**config.mk**
```make
export PLATFORM = sky130hd
export DESIGN_NAME = csv_field_tokenizer
export DESIGN_NICKNAME = d
export VERILOG_FILES = /design/src/hdl/csvft_pkg.sv /design/src/hdl/csv_field_tokenizer.sv /design/src/hdl/csvft_step.sv
export SDC_FILE = /design/constraint.sdc
export NUM_CORES = 1
export LEC_CHECK = 0
export BUFFER_PORTS_ARGS = -buffer_cell sky130_fd_sc_hd__buf_2
export CAP_MARGIN = 10
export CELL_PAD_IN_SITES_DETAIL_PLACEMENT = 0
export CELL_PAD_IN_SITES_GLOBAL_PLACEMENT = 1
export CORE_MARGIN = 2
export CORE_UTILIZATION = 35
export CTS_CLUSTER_SIZE = 20
export DETAILED_ROUTE_END_ITERATION = 12
export PLACE_DENSITY_LB_ADDON = 0.3
export SYNTH_ARGS = -nofsm -noshare
export SYNTH_HDL_FRONTEND = slang
export SYNTH_SLANG_ARGS = --single-unit
```
**constraint.sdc**
```tcl
create_clock -name clk -period 6.7 [get_ports clk]
set_clock_uncertainty 0.05 [all_clocks]
set_input_delay 0.67 -clock clk [delete_from_list [all_inputs] [get_ports clk]]
set_output_delay 0.67 -clock clk [all_outputs]
set_load 0.005 [all_outputs]
```
**src/hdl/csvft_pkg.sv**
```systemverilog
// shared types and constants for the csv field tokenizer
// no dependencies

package csvft_pkg;

    localparam logic [7:0] NEWLINE_BYTE    = 8'd10;
    localparam logic [7:0] QUOTE_RESET     = 8'd34;
    localparam logic [7:0] DELIMITER_RESET = 8'd44;

    typedef enum logic [0:0] {
        CFG_QUOTE     = 1'b0,
        CFG_DELIMITER = 1'b1
    } cfg_index_t;

    typedef enum logic [2:0] {
        PH_INITIAL  = 3'd0,
        PH_READING  = 3'd1,
        PH_UNQUOTED = 3'd2,
        PH_QUOTED   = 3'd3,
        PH_FOUNDQ   = 3'd4,
        PH_DROP     = 3'd5
    } phase_t;

    typedef enum logic [1:0] {
        ERR_NONE        = 2'd0,
        ERR_UNTERMINATED = 2'd1,
        ERR_AFTER_QUOTE = 2'd2
    } error_code_t;

    typedef struct packed {
        logic        has_word;
        logic        byte_valid;
        logic [7:0]  out_byte;
        logic        field_end;
        logic        record_end;
        error_code_t error_code;
    } result_t;

endpackage

```
**src/hdl/csv_field_tokenizer.sv**
```systemverilog
// an accepted word is registered at the input, its result word in out_reg
// throughput: one word per cycle unless in_stall; no result means no output word
// in_stall = out_stall while both stages hold words and the input one has a result
// reset: phase returns to initial, quote to 34, delimiter to 44, both stages empty
// top level of the csv field tokenizer; depends on csvft_pkg and csvft_step

module csv_field_tokenizer
    import csvft_pkg::*;
(
    input  logic       clk,
    input  logic       rst_n,
    input  logic       cfg_wr_en,
    input  logic [0:0] cfg_index,
    input  logic [7:0] cfg_data,
    input  logic       in_valid,
    output logic       in_stall,
    input  logic [7:0] in_byte,
    input  logic       end_of_input,
    output logic       out_valid,
    input  logic       out_stall,
    output logic       byte_valid,
    output logic [7:0] out_byte,
    output logic       field_end,
    output logic       record_end,
    output logic [1:0] error_code
);

    logic [7:0] quote_reg;
    logic [7:0] delimiter_reg;
    phase_t     phase_reg;
    phase_t     phase_next;
    logic       in_vld_reg;
    logic [7:0] in_byte_reg;
    logic       in_eoi_reg;
    logic       out_vld_reg;
    result_t    out_reg;
    result_t    result;
    logic       advance;

    csvft_step u_step (
        .phase          (phase_reg),
        .in_byte        (in_byte_reg),
        .end_of_input   (in_eoi_reg),
        .quote_char     (quote_reg),
        .delimiter_char (delimiter_reg),
        .phase_next     (phase_next),
        .result         (result)
    );

    assign advance  = in_vld_reg && (!result.has_word || !out_vld_reg || !out_stall);
    assign in_stall = in_vld_reg && !advance;

    always_ff @(posedge clk or negedge rst_n)
    begin
        if (!rst_n)
        begin
            quote_reg     <= QUOTE_RESET;
            delimiter_reg <= DELIMITER_RESET;
        end
        else if (cfg_wr_en)
        begin
            case (cfg_index_t'(cfg_index))
                CFG_QUOTE:     quote_reg     <= cfg_data;
                CFG_DELIMITER: delimiter_reg <= cfg_data;
                default:       quote_reg     <= quote_reg;
            endcase
        end
    end

    always_ff @(posedge clk or negedge rst_n)
    begin
        if (!rst_n)
        begin
            in_vld_reg  <= 1'b0;
            out_vld_reg <= 1'b0;
            phase_reg   <= PH_INITIAL;
        end
        else
        begin
            if (!in_stall)
                in_vld_reg <= in_valid;
            if (advance)
                phase_reg <= phase_next;
            if (advance && result.has_word)
                out_vld_reg <= 1'b1;
            else if (!out_stall)
                out_vld_reg <= 1'b0;
        end
    end

    always_ff @(posedge clk)
    begin
        if (!in_stall && in_valid)
        begin
            in_byte_reg <= in_byte;
            in_eoi_reg  <= end_of_input;
        end
        if (advance && result.has_word)
            out_reg <= result;
    end

    assign out_valid  = out_vld_reg;
    assign byte_valid = out_reg.byte_valid;
    assign out_byte   = out_reg.out_byte;
    assign field_end  = out_reg.field_end;
    assign record_end = out_reg.record_end;
    assign error_code = out_reg.error_code;

endmodule

```
**src/hdl/csvft_step.sv**
```systemverilog
// parse phase transition and result word for one input word
// depends on csvft_pkg

module csvft_step
    import csvft_pkg::*;
(
    input  phase_t     phase,
    input  logic [7:0] in_byte,
    input  logic       end_of_input,
    input  logic [7:0] quote_char,
    input  logic [7:0] delimiter_char,
    output phase_t     phase_next,
    output result_t    result
);

    logic is_nl;
    logic is_quote;
    logic is_delim;

    assign is_nl    = (in_byte == NEWLINE_BYTE);
    assign is_quote = (in_byte == quote_char);
    assign is_delim = (in_byte == delimiter_char);

    always_comb
    begin
        phase_next = phase;
        result     = '{has_word: 1'b0, byte_valid: 1'b0, out_byte: 8'd0,
                       field_end: 1'b0, record_end: 1'b0, error_code: ERR_NONE};
        case (phase)
            PH_READING, PH_UNQUOTED:
            begin
                if (end_of_input)
                begin
                    phase_next       = PH_INITIAL;
                    result.has_word  = 1'b1;
                    result.field_end = 1'b1;
                end
                else if (is_nl)
                begin
                    phase_next        = PH_INITIAL;
                    result.has_word   = 1'b1;
                    result.field_end  = 1'b1;
                    result.record_end = 1'b1;
                end
                else if (phase == PH_READING && is_quote)
                begin
                    phase_next = PH_QUOTED;
                end
                else if (is_delim)
                begin
                    phase_next       = PH_READING;
                    result.has_word  = 1'b1;
                    result.field_end = 1'b1;
                end
                else
                begin
                    phase_next        = PH_UNQUOTED;
                    result.has_word   = 1'b1;
                    result.byte_valid = 1'b1;
                    result.out_byte   = in_byte;
                end
            end
            PH_QUOTED:
            begin
                if (end_of_input)
                begin
                    phase_next        = PH_INITIAL;
                    result.has_word   = 1'b1;
                    result.error_code = ERR_UNTERMINATED;
                end
                else if (is_quote)
                begin
                    phase_next = PH_FOUNDQ;
                end
                else
                begin
                    result.has_word   = 1'b1;
                    result.byte_valid = 1'b1;
                    result.out_byte   = in_byte;
                end
            end
            PH_FOUNDQ:
            begin
                if (end_of_input)
                begin
                    phase_next       = PH_INITIAL;
                    result.has_word  = 1'b1;
                    result.field_end = 1'b1;
                end
                else if (is_nl)
                begin
                    phase_next        = PH_INITIAL;
                    result.has_word   = 1'b1;
                    result.field_end  = 1'b1;
                    result.record_end = 1'b1;
                end
                else if (is_quote)
                begin
                    phase_next        = PH_QUOTED;
                    result.has_word   = 1'b1;
                    result.byte_valid = 1'b1;
                    result.out_byte   = in_byte;
                end
                else if (is_delim)
                begin
                    phase_next       = PH_READING;
                    result.has_word  = 1'b1;
                    result.field_end = 1'b1;
                end
                else
                begin
                    phase_next        = PH_DROP;
                    result.has_word   = 1'b1;
                    result.error_code = ERR_AFTER_QUOTE;
                end
            end
            PH_DROP:
            begin
                if (end_of_input)
                    phase_next = PH_INITIAL;
            end
            default:
            begin
                if (end_of_input || is_nl)
                begin
                    phase_next = PH_INITIAL;
                end
                else if (is_quote)
                begin
                    phase_next = PH_QUOTED;
                end
                else if (is_delim)
                begin
                    phase_next       = PH_READING;
                    result.has_word  = 1'b1;
                    result.field_end = 1'b1;
                end
                else
                begin
                    phase_next        = PH_UNQUOTED;
                    result.has_word   = 1'b1;
                    result.byte_valid = 1'b1;
                    result.out_byte   = in_byte;
                end
            end
        endcase
    end

endmodule

```
==> impl_metrics.py <==
metrics = {
    "status": {
        "status": "completed",
    },
    "floorplan": {
        "die_h_um": 81.3,
        "die_area_mm2": 0.00661,
        "core_mm2": 0.00585,
        "initial_core_util_pct": 35.8,
        "io_pins": 38,
        "die_x_um": 81.3,
        "num_rows": 28,
    },
    "critical_path": {
        "crit_required_ns": 5.98,
        "cp_slowest_cell": "a21oi_1",
        "worst-path-buf-inv": 1,
        "r2r_cells": 6,
        "regToRegEndpoint": "in_eoi_reg",
        "path_class": "reg2out",
        "r2r_slack_ns": 3.57,
        "crit_family": "compound AO/OA/AOI/OAI gates",
        "worst_setup_path_end_kind": "output port",
        "path_max_fanout": 11,
        "worst_path_largest_cell_delay_ns": 0.62,
        "timing.rr.start": "in_byte_reg[1]",
        "crit_path_start_kind": "register",
        "path_cells": "and4bb_2, a21oi_1, a21oi_1, o211ai_1, and3_1, buf_2",
        "cp.arrival_ns": 2.53,
        "cpMostUsedCell": "a21oi_1",
    },
    "timing": {
        "slew_headroom_pct": 28.9,
        "rsz0062_at_grt": "false",
        "fmax_mhz": 308,
        "final.period_utilization_pct": 48.5,
        "drv_slew": 0,
        "min_period_ns": 3.25,
        "hold_viol": 0,
        "setup_viol": 0,
        "tightest_slew_ns": 1.06,
        "tns_ns": 0,
    },
    "layout": {
        "layout.nets": 228,
        "fillers": 577,
        "areaGrowthSynthToFinish_pct": 18.1,
        "drive_gt1_share_pct": 36.9,
        "fin_util_pct": 42.2,
        "antennaDiodeCount": 0,
    },
    "cts": {
        "postCtsResizedCells": 0,
        "root_buffer": "clkbuf_8",
        "clock_latency_ns": 0.29,
        "postCtsSetupBuffers": 0,
        "ctsHoldBuffers": 0,
        "numClockSinks": 43,
        "cts_tree": "built",
        "numCtsBuffers": 5,
        "cts_max_level": 2,
        "clock_tree.buffer_depth": 2,
        "clk_pin_slew_worst_paths_ns": 0.08,
    },
    "route": {
        "firstDrtPassIters": 4,
        "drt-total-wl_mm": 4.09,
        "drtIter0Drc": 119,
        "wl_per_cell_um": 14.5,
        "post-route-drc-count": 0,
        "dr_total_vias": 1382,
        "drtAntennaViolNets": 0,
        "via_per_inst": 4.92,
    },
    "synth": {
        "syn_avg_cell_area_um2": 12.5,
        "ys_ff_latch": 43,
        "synth_top_area_share_pct": 31.6,
        "synthTopCellsByCount": "edfxtp_1 (22), mux2_2 (17), dfrtp_1 (16), xor2_1 (16)",
        "synth_nets": 190,
        "synth_async_sr_flop_share_pct": 48.8,
        "synth_most_common_cell": "edfxtp_1",
        "synth_edf_count": 22,
        "synthFlopType": "edfxtp_1",
        "netlist_top_cells_area": "edfxtp_1 (32%), dfrtp_1 (19%), mux2_2 (9.2%), xor2_1 (6.7%), dfstp_2 (6.3%)",
        "synth_top_cell_by_area": "edfxtp_1",
        "yosysSeqAreaShare_pct": 57.0,
        "synth_area_mm2": 0.00209,
        "ys_warn_count": 0,
        "syn_inst": 167,
        "yosysUniqueCellTypes": 38,
    },
    "global_routing": {
        "grt_pass1_vias": 1199,
        "grt_pass1_wl_mm": 6.21,
        "grt_usage_pct": 13.0,
        "grt_max_degree": 22,
        "grt_overflow_total": 0,
        "antenna_found_initial": 0,
    },
    "placed_design": {
        "gp_congestion": 0.841,
        "port_buffers": 37,
        "dp_hpwl_mm": 3.09,
    },
    "power": {
        "ir_drop_uv": 142,
        "p_leak_nw": 1.01,
        "design_power_total_mw": 0.711,
        "p_per_area_mw_per_mm2": 288,
    },
    "min_path": {
        "holdCritPathClass": "in2async",
    },
    "run": {
        "max-cap-violations": 0,
    },
}
[stage by stage]
stage | instances | cell area [um2] | setup WS (ns) | hold WS [ns]
after floorplan | 167 | 2090 | 4.17 | 0.324
after global placement | 273 | 2340 | 3.68 | 0.478
after detailed placement | 273 | 2340 | 3.51 | 0.480
after CTS | 281 | 2470 | 3.47 | 0.275
after global routing | 281 | 2470 | 3.22 | 0.291
final | 281 | 2470 | 3.45 | 0.268
[layout make-up]
class	instances	area [um2]	share of cell area [%]
multi-input cells	113	850	34.4
flip-flops and latches	43	1190	48.3
inverters	5	18.8	0.760
well taps	75	93.8	3.80
clock inverters	2	36.3	1.47
clock buffers	6	93.8	3.80
repair buffers	37	185	7.50
[routing by layer]
metal	track usage [%]	routed length [um]	up-vias
li1	-	-	686
met1	20.1	2150	650
met2	17.0	1680	41
met3	2.89	210	5
met4	5.59	53	0
met5	0	0	-
[how the worst max path moves through the flow]
stage / startpoint / endpoint / cells past startpoint
final: in_byte_reg[1] / in_stall / 6
after global routing: in_byte_reg[1] / in_stall / 6
after CTS: in_byte_reg[1] / in_stall / 6
after detailed placement: in_byte_reg[0] / in_byte_reg[5] / 6
after global placement: in_byte_reg[1] / in_byte_reg[4] / 6
after floorplan: in_byte_reg[2] / in_byte_reg[0] / 7
[logic make-up after synthesis]
group | synth area share [%]
simple gates | 12.8
xor+xnor | 6.70
compound gates | 9.81
mux | 10.8
flops | 57.0
fa+ha+maj | 0.538
buf+inv | 2.39
[where the power goes]
group | total [mW] | internal [mW] | switching, mW
Sequential | 0.356 | 0.326 | 0.0297
Combinational | 0.131 | 0.0626 | 0.0688
Clock | 0.223 | 0.134 | 0.0896
Total | 0.711 | 0.523 | 0.188
[cells in the final DEF, fill, tap and decap left out, drive strengths merged]
| cell type | instances |
|---|---|
| o21ai | 4 |
| nand3 | 3 |
| dfstp | 5 |
| o211ai | 1 |
| nor4 | 5 |
| xor2 | 16 |
| a31oi | 5 |
| a211oi | 1 |
| inv | 6 |
| and2 | 2 |
| bufinv | 1 |
| maj3 | 1 |
| a21o | 1 |
| a311oi | 1 |
| edfxtp | 22 |
| nand2b | 2 |
| buf | 37 |
| o32a | 1 |
| nor2b | 10 |
| or2 | 1 |
| and4bb | 1 |
| nor3 | 2 |
| a21oi | 10 |
| dfrtp | 16 |
| o221ai | 1 |
| and3 | 3 |
| o211a | 2 |
| a41oi | 1 |
| clkbuf | 6 |
| nor2 | 8 |
| nand2 | 10 |
| a31o | 1 |
| mux2 | 20 |
Power figures use the tool's default switching activity.
